File: src/rtl/lsm_pkg.sv
// Shared types, register indexes and character helpers for the line substring matcher.
`timescale 1ns / 1ps
package lsm_pkg;

   localparam int CSR_INDEX_BITS = 3;

   localparam logic [CSR_INDEX_BITS-1:0] CSR_PATTERN_A_LOW    = 3'd0;
   localparam logic [CSR_INDEX_BITS-1:0] CSR_PATTERN_A_HIGH   = 3'd1;
   localparam logic [CSR_INDEX_BITS-1:0] CSR_PATTERN_A_LENGTH = 3'd2;
   localparam logic [CSR_INDEX_BITS-1:0] CSR_PATTERN_B_LOW    = 3'd3;
   localparam logic [CSR_INDEX_BITS-1:0] CSR_PATTERN_B_HIGH   = 3'd4;
   localparam logic [CSR_INDEX_BITS-1:0] CSR_PATTERN_B_LENGTH = 3'd5;
   localparam logic [CSR_INDEX_BITS-1:0] CSR_IGNORE_CASE      = 3'd6;

   localparam logic [7:0] CHAR_NUL   = 8'h00;
   localparam logic [7:0] CHAR_TAB   = 8'h09;
   localparam logic [7:0] CHAR_LF    = 8'h0A;
   localparam logic [7:0] CHAR_SPACE = 8'h20;
   localparam logic [7:0] CHAR_UPPER_A = 8'h41;
   localparam logic [7:0] CHAR_UPPER_Z = 8'h5A;
   localparam logic [7:0] CASE_OFFSET  = 8'h20;

   typedef struct packed {
      logic [7:0] text_byte;
      logic       end_of_input;
   } req_type;

   typedef struct packed {
      logic        has_search_pattern;
      logic        has_boundary_pattern;
      logic        is_blank;
      logic [7:0]  piece_length;
      logic [23:0] piece_index;
   } rsp_type;

   typedef struct packed {
      logic [63:0] low;
      logic [63:0] high;
      logic [4:0]  length;
      logic        ignore_case;
   } pattern_cfg_type;

   typedef struct packed {
      logic step;    // advance the partial-match vector with this byte
      logic clear;   // piece ends: drop all partial matches
   } match_ctl_type;

   function automatic logic [7:0] fold_char(input logic [7:0] c, input logic ignore_case);
      logic [7:0] r;
      r = c;
      if (ignore_case && (c >= CHAR_UPPER_A) && (c <= CHAR_UPPER_Z)) begin
         r = c + CASE_OFFSET;
      end
      return r;
   endfunction

endpackage

File: src/rtl/lsm_csr.sv
// Configuration register file: pattern bytes, lengths and the case-fold flag.
`timescale 1ns / 1ps
module lsm_csr (
   input  logic                                    clock,
   input  logic                                    reset,
   input  logic                                    csr_write,
   input  logic [lsm_pkg::CSR_INDEX_BITS-1:0]      csr_index,
   input  logic [63:0]                             csr_wdata,
   output lsm_pkg::pattern_cfg_type                pattern_a,
   output lsm_pkg::pattern_cfg_type                pattern_b
);
   import lsm_pkg::*;

   logic [63:0] a_low_ff, a_high_ff, b_low_ff, b_high_ff;
   logic [4:0]  a_len_ff, b_len_ff;
   logic        fold_ff;

   always_ff @(posedge clock) begin
      if (reset) begin
         a_low_ff  <= '0;
         a_high_ff <= '0;
         a_len_ff  <= '0;
         b_low_ff  <= '0;
         b_high_ff <= '0;
         b_len_ff  <= '0;
         fold_ff   <= 1'b0;
      end else if (csr_write) begin
         case (csr_index)
            CSR_PATTERN_A_LOW:    a_low_ff  <= csr_wdata;
            CSR_PATTERN_A_HIGH:   a_high_ff <= csr_wdata;
            CSR_PATTERN_A_LENGTH: a_len_ff  <= csr_wdata[4:0];
            CSR_PATTERN_B_LOW:    b_low_ff  <= csr_wdata;
            CSR_PATTERN_B_HIGH:   b_high_ff <= csr_wdata;
            CSR_PATTERN_B_LENGTH: b_len_ff  <= csr_wdata[4:0];
            CSR_IGNORE_CASE:      fold_ff   <= csr_wdata[0];
            default: ;
         endcase
      end
   end

   assign pattern_a = '{low: a_low_ff, high: a_high_ff, length: a_len_ff, ignore_case: fold_ff};
   assign pattern_b = '{low: b_low_ff, high: b_high_ff, length: b_len_ff, ignore_case: fold_ff};

endmodule

File: src/rtl/lsm_match.sv
// Shift-and partial-match vector and seen flag for one pattern.
`timescale 1ns / 1ps
module lsm_match #(
   parameter int PATTERN_BYTES = 16
) (
   input  logic                      clock,
   input  logic                      reset,
   input  lsm_pkg::pattern_cfg_type  cfg,
   input  lsm_pkg::match_ctl_type    ctl,
   input  logic [7:0]                text_byte,
   output logic                      seen_now
);
   import lsm_pkg::*;

   localparam int LEN_BITS  = $clog2(PATTERN_BYTES + 1);
   localparam int PAD_BYTES = (PATTERN_BYTES > 16) ? PATTERN_BYTES : 16;
   localparam int PAD_BITS  = 8 * PAD_BYTES;

   logic [PATTERN_BYTES-1:0] vec_ff, vec_in, hits, step_vec;
   logic                     seen_ff, seen_in, end_hit;
   logic [LEN_BITS-1:0]      len_eff;
   logic [PAD_BITS-1:0]      pat_bytes;
   logic [7:0]               text_fold;

   always_comb begin
      // Lengths above the vector width clamp; bytes past the register pair read as zero.
      len_eff   = (int'(cfg.length) > PATTERN_BYTES) ? LEN_BITS'(PATTERN_BYTES)
                                                     : LEN_BITS'(cfg.length);
      pat_bytes = PAD_BITS'({cfg.high, cfg.low});
      text_fold = fold_char(text_byte, cfg.ignore_case);
      hits      = '0;
      for (int k = 0; k < PATTERN_BYTES; k++) begin
         hits[k] = (k < int'(len_eff)) &&
                   (fold_char(pat_bytes[8*k +: 8], cfg.ignore_case) == text_fold);
      end
      step_vec = ((vec_ff << 1) | PATTERN_BYTES'(1)) & hits;
      end_hit  = 1'b0;
      for (int k = 0; k < PATTERN_BYTES; k++) begin
         end_hit = end_hit | (step_vec[k] & ((k + 1) == int'(len_eff)));
      end
      seen_now = seen_ff | (ctl.step & end_hit) | (len_eff == '0);

      vec_in  = vec_ff;
      seen_in = seen_ff;
      if (ctl.clear) begin
         vec_in  = '0;
         seen_in = 1'b0;
      end else if (ctl.step) begin
         vec_in  = step_vec;
         seen_in = seen_ff | end_hit;
      end
   end

   always_ff @(posedge clock) begin
      if (reset) begin
         vec_ff  <= '0;
         seen_ff <= 1'b0;
      end else begin
         vec_ff  <= vec_in;
         seen_ff <= seen_in;
      end
   end

endmodule

File: src/rtl/line_substring_match.sv
// Top level: byte stream substring matcher that reports one result per text piece.
`timescale 1ns / 1ps
// Usage
//   req_*  : one text byte per item plus an end-of-input flag (valid/ready).
//   rsp_*  : one item per closed piece: search and boundary pattern hits,
//            blank flag, piece length and piece index (valid/ready).
//   csr_*  : register writes (index, 64-bit data); always ready. Write only
//            while no item is in flight.
//   A piece closes on a newline byte, on its PIECE_BYTES-th byte, or on a
//   byte flagged end_of_input; the closing byte belongs to the piece.
// Timing
//   An accepted item sits in the input register, is then folded into the
//   piece state, and a closing item then loads the result register (rsp_valid).
//   One item per cycle unless stalled as below; the per-byte
//   match compare between the input register and the state registers sets it.
// Reset
//   Clears valid flags, CSRs, piece state and piece counter, not the payload.
// Stall
//   While the result register holds an untaken item, a closing byte waits
//   in the input register; bytes that close nothing keep flowing.
module line_substring_match #(
   parameter int PATTERN_BYTES = 16,
   parameter int PIECE_BYTES   = 255,
   parameter int COUNT_BITS    = 24
) (
   input  logic                                clock,
   input  logic                                reset,
   input  logic                                req_valid,
   output logic                                req_ready,
   input  lsm_pkg::req_type                    req_data,
   output logic                                rsp_valid,
   input  logic                                rsp_ready,
   output lsm_pkg::rsp_type                    rsp_data,
   input  logic                                csr_valid,
   output logic                                csr_ready,
   input  logic [lsm_pkg::CSR_INDEX_BITS-1:0]  csr_index,
   input  logic [63:0]                         csr_wdata
);
   import lsm_pkg::*;

   localparam int CNT_BITS = $clog2(PIECE_BYTES + 1);

   pattern_cfg_type pattern_a, pattern_b;
   match_ctl_type   match_ctl;
   logic            search_now, boundary_now;

   // input register
   logic    in_valid_ff, in_valid_in;
   req_type in_data_ff;

   // piece state
   logic [CNT_BITS-1:0]   cnt_ff, cnt_in, cnt_next;
   logic [COUNT_BITS-1:0] idx_ff, idx_in;
   logic                  blank_ff, blank_in, nul_ff, nul_in;

   // result register
   logic    rsp_valid_ff, rsp_valid_in;
   rsp_type rsp_data_ff, rsp_data_in;

   logic can_out, fire, ends, nul_now, update, nonblank, blank_now;

   assign csr_ready = 1'b1;

   lsm_csr u_csr (
      .clock     (clock),
      .reset     (reset),
      .csr_write (csr_valid),
      .csr_index (csr_index),
      .csr_wdata (csr_wdata),
      .pattern_a (pattern_a),
      .pattern_b (pattern_b)
   );

   lsm_match #(.PATTERN_BYTES(PATTERN_BYTES)) u_match_search (
      .clock     (clock),
      .reset     (reset),
      .cfg       (pattern_a),
      .ctl       (match_ctl),
      .text_byte (in_data_ff.text_byte),
      .seen_now  (search_now)
   );

   lsm_match #(.PATTERN_BYTES(PATTERN_BYTES)) u_match_boundary (
      .clock     (clock),
      .reset     (reset),
      .cfg       (pattern_b),
      .ctl       (match_ctl),
      .text_byte (in_data_ff.text_byte),
      .seen_now  (boundary_now)
   );

   always_comb begin
      can_out  = !rsp_valid_ff || rsp_ready;
      cnt_next = cnt_ff + CNT_BITS'(1);
      // close the piece on newline, a full piece, or the last byte of input
      ends     = in_data_ff.end_of_input || (in_data_ff.text_byte == CHAR_LF) ||
                 (cnt_next >= CNT_BITS'(PIECE_BYTES));
      // advance the held byte unless it closes a piece and the result slot is full
      fire     = in_valid_ff && (!ends || can_out);
      // a NUL byte hides the rest of the piece from matching and the blank test
      nul_now  = (in_data_ff.text_byte == CHAR_NUL) || nul_ff;
      update   = fire && !nul_now;
      nonblank = (in_data_ff.text_byte != CHAR_SPACE) && (in_data_ff.text_byte != CHAR_TAB) &&
                 (in_data_ff.text_byte != CHAR_LF);
      blank_now = blank_ff && !(update && nonblank);

      match_ctl.step  = update;
      match_ctl.clear = fire && ends;

      req_ready   = !in_valid_ff || fire;
      in_valid_in = (req_valid && req_ready) ? 1'b1 : (fire ? 1'b0 : in_valid_ff);

      cnt_in   = cnt_ff;
      idx_in   = idx_ff;
      blank_in = blank_ff;
      nul_in   = nul_ff;
      if (fire) begin
         if (ends) begin
            cnt_in   = '0;
            idx_in   = idx_ff + COUNT_BITS'(1);
            blank_in = 1'b1;
            nul_in   = 1'b0;
         end else begin
            cnt_in   = cnt_next;
            blank_in = blank_now;
            nul_in   = nul_now;
         end
      end

      rsp_data_in.has_search_pattern   = search_now;
      rsp_data_in.has_boundary_pattern = boundary_now;
      rsp_data_in.is_blank             = blank_now;
      rsp_data_in.piece_length         = 8'(cnt_next);
      rsp_data_in.piece_index          = 24'(idx_ff);

      if (fire && ends) begin
         rsp_valid_in = 1'b1;
      end else if (rsp_ready) begin
         rsp_valid_in = 1'b0;
      end else begin
         rsp_valid_in = rsp_valid_ff;
      end
   end

   always_ff @(posedge clock) begin
      if (reset) begin
         in_valid_ff  <= 1'b0;
         rsp_valid_ff <= 1'b0;
         cnt_ff       <= '0;
         idx_ff       <= '0;
         blank_ff     <= 1'b1;
         nul_ff       <= 1'b0;
      end else begin
         in_valid_ff  <= in_valid_in;
         rsp_valid_ff <= rsp_valid_in;
         cnt_ff       <= cnt_in;
         idx_ff       <= idx_in;
         blank_ff     <= blank_in;
         nul_ff       <= nul_in;
      end
   end

   // payload registers: input loads on accept, result on a piece close; both hold otherwise
   always_ff @(posedge clock) begin
      if (req_valid && req_ready) begin
         in_data_ff <= req_data;
      end
      if (fire && ends) begin
         rsp_data_ff <= rsp_data_in;
      end
   end

   assign rsp_valid = rsp_valid_ff;
   assign rsp_data  = rsp_data_ff;

   // the byte count never reaches a full piece between items
   a_cnt_bound: assert property (@(posedge clock) disable iff (reset)
      int'(cnt_ff) < PIECE_BYTES)
      else $error("piece byte count out of range");

   // a closed piece leaves fresh piece state behind
   a_piece_clear: assert property (@(posedge clock) disable iff (reset)
      (fire && ends) |=> (cnt_ff == '0) && blank_ff && !nul_ff)
      else $error("piece state not cleared after close");

   // each closed piece advances the index by exactly one
   a_index_step: assert property (@(posedge clock) disable iff (reset)
      (fire && ends) |=> (idx_ff == COUNT_BITS'($past(idx_ff) + COUNT_BITS'(1))))
      else $error("piece index did not advance by one");

   // a closing byte never overwrites a result still waiting
   a_no_overwrite: assert property (@(posedge clock) disable iff (reset)
      (rsp_valid_ff && !rsp_ready) |-> !(fire && ends))
      else $error("result overwritten while stalled");

endmodule

File: config.mk
export PLATFORM = sky130hd
export DESIGN_NAME = line_substring_match
export DESIGN_NICKNAME = d
export VERILOG_FILES = /design/src/rtl/lsm_pkg.sv /design/src/rtl/lsm_csr.sv /design/src/rtl/lsm_match.sv /design/src/rtl/line_substring_match.sv
export SDC_FILE = /design/constraint.sdc
export NUM_CORES = 1
export LEC_CHECK = 0
export BUFFER_PORTS_ARGS = -buffer_cell sky130_fd_sc_hd__buf_2
export CAP_MARGIN = 10
export CORE_MARGIN = 4
export CORE_UTILIZATION = 50
export CTS_CLUSTER_SIZE = 14
export DETAILED_ROUTE_END_ITERATION = 8
export PLACE_DENSITY = 0.71
export SLEW_MARGIN = 20
export SYNTH_ARGS = -nofsm -noshare
export SYNTH_HDL_FRONTEND = slang
export SYNTH_SLANG_ARGS = --single-unit
export TNS_END_PERCENT = 50
File: constraint.sdc
create_clock -name clock -period 11.2 [get_ports clock]
set_input_delay 2.24 -clock clock [delete_from_list [all_inputs] [get_ports clock]]
set_output_delay 2.24 -clock clock [all_outputs]
set_load 0.05 [all_outputs]
---- Word-level counts from Yosys, hierarchy flattened ----
Cells that the tools add are included.
W data, S select, Z words.
operators by class
  $add $sub $neg .......................... 35
  magnitude comparators ................... 101
  equality and inequality tests ........... 74
  mux-type cells .......................... 42
  bitwise logic cells ..................... 72
  reductions and logical operators ........ 132
operator list
  kind                     number
  $mux W8                  34
  $add A8 B6 Y8 const B    33
  $ge A8 B7 Y1 const B     33
  $le A8 B7 Y1 const B     33
  $eq A8 B8 Y1             32
  $logic_and A1 B1 Y1      106
  $eq A5 B5 Y1 const A     18
  $lt A4 B5 Y1 const A     16
  $eq A4 B5 Y1 const A     8
  $lt A3 B5 Y1 const A     8
  $or A1 B1 Y1             36
  $and A1 B1 Y1            34
  $and A16 B16 Y16         2
  $add A24 B1 Y24 const B  1
  $eq A3 B5 Y1 const A     4
  $lt A1 B5 Y1 const A     4
  $lt A2 B5 Y1 const A     4
  $ne A8 B4 Y1 const B     2
  $reduce_and A2 Y1        8
  $eq A2 B5 Y1 const A     2
  $gt A5 B5 Y1 const B     2
  $logic_not A5 Y1         2
  $mux W5                  2
  $eq A3 B3 Y1 const B     3
  13 further kinds         29
storage, ports and cells
  bits in registers ....................... 379
  word-level logic and storage cells ...... 480

---- Logic depth before layout (Yosys ltp) ----
  depth in word-level cells ............... 26
  mapped depth ............................ 14
  mapped depth without buffers ............ 11

---- Cells and area by module ----
A second synthesis with hierarchy kept.
second synthesis, totals
  cells, all modules ...................... 2343
  area, all modules ....................... 21828.4 µm²
by module, submodules not included
  module                        times used  cells each  area each (µm²)  sequential area each (µm²)
  lsm_csr                       1           947         10542.6          5345.1
  lsm_match (u_match_boundary)  1           549         4006.3           320.3
  lsm_match (u_match_search)    1           550         3947.5           320.3
  line_substring_match          1           297         3331.9           2042.0

---- Worst setup path before layout ----
No wires, ideal clock.
  kind .................................... input -> output
  start ................................... in rsp_ready
  end ..................................... out req_ready
  arrival ................................. 3.026 ns
  required time ........................... 8.960 ns
  slack ................................... 5.934 ns
  stages .................................. 2
  path buffers ............................ 0
  path through ............................ nand2b_1 -> or3b_2
on the way
  word-level cells in the longest chain between the ends .. 4
ends and longest elaborated chain
  element              RTL line                     source
  start, declared      line_substring_match.sv:32   input logic rsp_ready,
  $logic_or A1 B1 Y1   line_substring_match.sv:93   can_out = !rsp_valid_ff || rsp_ready;
  $logic_or A1 B1 Y1   line_substring_match.sv:99   fire = in_valid_ff && (!ends || can_out);
  $logic_and A1 B1 Y1  line_substring_match.sv:99
  $logic_or A1 B1 Y1   line_substring_match.sv:110  req_ready = !in_valid_ff || fire;
  end, declared        line_substring_match.sv:29   output logic req_ready,
No other way between the ends.

---- Worst setup path in the final report ----
Same ends and word-level chain as after synthesis.

==> run metrics <==
clk_lat worst skew 0.56 ns; CTS Hold Bufs 0; Die Footprint 0.0431 mm^2; area of placed instances 0.0207 mm^2; crit-path cells buf_2 -> nand2b_1 -> or3b_2 -> buf_2; Post-synth ARST share 0%; initial antenna violation count 0; Placed Cells incl. Taps 3030; Avg WL per Cell 19.2 um; switch share 24.9%; CTS H-tree depth 2; Final Cell Area 0.0222 mm^2; Die W 208 um; n_diodes 0; Area Growth Syn to Fin 11.4%; Buffers & Inverters on Critical Path 2; critical path arrival 3.25 ns; Mapped Nets 2635; yosys warns 0; Detailed Place HPWL 38200 um; Fillers 3570; worst hold start u_match_search.vec_ff[6]$_SDFFE_PP0P_; Sum Neg Setup Slack 0 ns; Slew HR 21.9%; Pwr Density 141 mW/mm^2; Core Region 0.0390 mm^2; Final Max Slew Viols 0; starting DRC count in detailed routing 1716; final worst path period need 5.49 ns; RSZ-0062 raised after global routing no; Final Core Density 56.9%; Mapped Area 0.0199 mm^2; vias in the first global route 17500; Crit. End Element output pin; Critical Path RT 8.96 ns; port bufs 117; CTS Buf Count 42; sequential area share after synthesis 40.3%; final setup fails 0; row count 72; status completed; DRC Markers 0; Reg power frac 45.6%; CP Launch Point rsp_ready; starting density of the core 51.0%; total gr overflow 0; cell internal pwr 2.35 mW; Reg-to-Reg Start in_data_ff[1]$_DFFE_PP_; VDD IR max 0.000116 V; root buf cell clkbuf_16; Cells after Synth 2518; Avg Cell Area, Syn 7.90 um^2; global-route wire length before repair 93500 um; synth unique cells 84; Max stage delay on crit path 0.50 ns; power share of the clock group 45.9%; number of buffers inserted to repair setup after CTS 0; pin count of the biggest net entering global routing 105; Post-synth EDFFs 44; Comb pwr share 8.6%; Final Skew 0.0170 ns; max_cap viols 0; final hold vios 0; CP delay by family, top simple AND/OR/NAND/NOR gates; cts repair resizes 0; worst slew pin tran 1.17 ns; Period Utilization, post-route 49.0%; Psw 0.781 mW; final WL 59500 um; CTS max path bufs 3; Setup CP Type in2out; Nets 2673; io pins 119; Avg Vias per Cell 5.98; layout cell share with drive strength beyond 1 9.58%; Non-Filler Instances 3108; Worst setup SP type primary input; Die Y 208 um; Total GRT Usage 26.3%; CTS sink cnt 379; GP Congestion 0.866; TritonCTS clock tree done; critical path's most frequent cell buf_2; fmax 182 MHz; #FFs+latches synth 379; CP max-delay cell or3b_2; crit path max fanout 4; Post-synth top flop dfxtp_1; Clock transition at path regs 0.06 ns; Leakage 7.90 nW; Final ANT Viol Nets 0; Hold Path Class reg2reg; Vias 18600; Initial DRT Pass Iterations 6
-- cell usage in the layout (no fill, tap or decap), types with 9 or more instances in the layout --
cell / instances
o41ai_1: 27
mux2i_1: 18
o21ai_0: 44
ha_1: 36
nor3_1: 35
xor2_1: 127
nand2_1: 631
o31ai_1: 17
o21a_1: 9
clkbuf_16: 45
clkbuf_8: 11
nor4b_1: 14
buf_2: 116
nor4_1: 35
or3_1: 31
dfxtp_1: 335
inv_1: 59
xnor2_1: 134
nor2_1: 134
or4_1: 35
o2111ai_1: 11
a21oi_1: 343
nand4_1: 44
edfxtp_1: 44
a31oi_1: 10
buf_4: 26
nand3_1: 36
-- metal layers --
| metal | part of all wire [%] | GRT usage [%] | vias to the layer above | routed length, um |
|---|---|---|---|---|
| li1 | - | - | 8774 | - |
| met5 | 0 | 0 | - | 0 |
| met2 | 45 | 42.1 | 816 | 26900 |
| met3 | 8.2 | 3.79 | 143 | 4860 |
| met4 | 3.6 | 10.4 | 0 | 2120 |
| met1 | 43 | 36.0 | 8842 | 25700 |
-- logic make-up (layout without fill, tap and decap cells) --
| group | count (synthesis) | in the layout | synth area share (%) |
|---|---|---|---|
| multiplexers | 21 | 21 | 1.08 |
| adder cells (fa/ha/maj) | 36 | 36 | 2.26 |
| AO/OA/AOI/OAI | 540 | 540 | 16.1 |
| other | 1 | 1 | 0.0188 |
| buffers and inverters | 209 | 281 | 4.43 |
| flip-flops | 379 | 379 | 40.3 |
| XOR/XNOR | 261 | 261 | 11.5 |
| AND/OR/NAND/NOR | 1071 | 1071 | 24.3 |
-- through the flow --
stage / total power, mW / setup WS (ns) / hold slack (ns)
after floorplan: 1.63 / 5.93 / 0.428
after global placement: 1.71 / 5.74 / 0.440
after detailed placement: 1.72 / 5.72 / 0.448
after CTS: 3.14 / 5.71 / 0.458
after global routing: 3.23 / 5.66 / 0.477
final: 3.13 / 5.71 / 0.457
-- synthesized netlist by cell type (11+ instances only) --
| cell type | instances | area share (%) |
|---|---|---|
| a21oi_1 | 343 | 8.6 |
| mux2i_1 | 18 | 0.91 |
| edfxtp_1 | 44 | 6.6 |
| o2111ai_1 | 11 | 0.48 |
| o41ai_1 | 27 | 1.2 |
| xnor2_1 | 134 | 5.9 |
| or4_1 | 35 | 1.3 |
| ha_1 | 36 | 2.3 |
| nand4_1 | 44 | 1.4 |
| o21ai_0 | 44 | 1.1 |
| inv_1 | 59 | 1.1 |
| nor3_1 | 37 | 0.93 |
| xor2_1 | 127 | 5.6 |
| nor4b_1 | 14 | 0.62 |
| nand2_1 | 633 | 12 |
| dfxtp_1 | 335 | 34 |
| buf_2 | 29 | 0.73 |
| nand3_1 | 38 | 0.96 |
| nor4_1 | 35 | 1.1 |
| clkbuf_1 | 102 | 1.9 |
| o31ai_1 | 17 | 0.64 |
| or3_1 | 31 | 0.97 |
| nor2_1 | 135 | 2.5 |
-- final cells by class --
type / instances / area (um^2) / share of cell area, %
Clock buffer: 63 / 1290 / 5.83
Clock inverter: 15 / 149 / 0.671
Inverter: 59 / 221 / 0.999
Multi-Input combinational cell: 1930 / 11000 / 49.8
Sequential cell: 379 / 8030 / 36.2
Tap cell: 518 / 648 / 2.92
Timing Repair Buffer: 144 / 801 / 3.61
-- power by group through the flow --
stage	Combinational, mW	Sequential (mW)	Clock (mW)
after floorplan	0.175	1.45	0
after global placement	0.255	1.45	0
after detailed placement	0.263	1.46	0
after CTS	0.265	1.43	1.45
after global routing	0.289	1.43	1.51
final	0.268	1.43	1.44
-- state kept, by name, summed over array words and instances, names as in the netlist --
name / count
blank_ff: 1
cnt_ff: 8
idx_ff: 24
in_data_ff: 9
in_valid_ff: 1
nul_ff: 1
rsp_data: 35
rsp_valid: 1
u_csr.a_high_ff: 64
u_csr.a_len_ff: 5
u_csr.a_low_ff: 64
u_csr.b_high_ff: 64
u_csr.b_len_ff: 5
u_csr.b_low_ff: 64
u_csr.fold_ff: 1
u_match_boundary.seen_ff: 1
u_match_boundary.vec_ff: 15
u_match_search.seen_ff: 1
u_match_search.vec_ff: 15
-- final timing paths --
path | to | slack [ns] | cells after the start
max | req_ready | 5.71 | 4
min | u_match_search.vec_ff[6]$_SDFFE_PP0P_ | 0.46 | 2
max reg2reg | u_match_search.vec_ff[14]$_SDFFE_PP0P_ | 6.82 | 8
min reg2reg | u_match_search.vec_ff[6]$_SDFFE_PP0P_ | 0.46 | 2
-- tightest hold or removal path, stage by stage, from the launching register on --
cell and delay [ns]:
dfxtp_1 0.31, nand2_1 0.05, a21oi_1 0.05
Note: power is estimated with default switching activity, not from simulation.
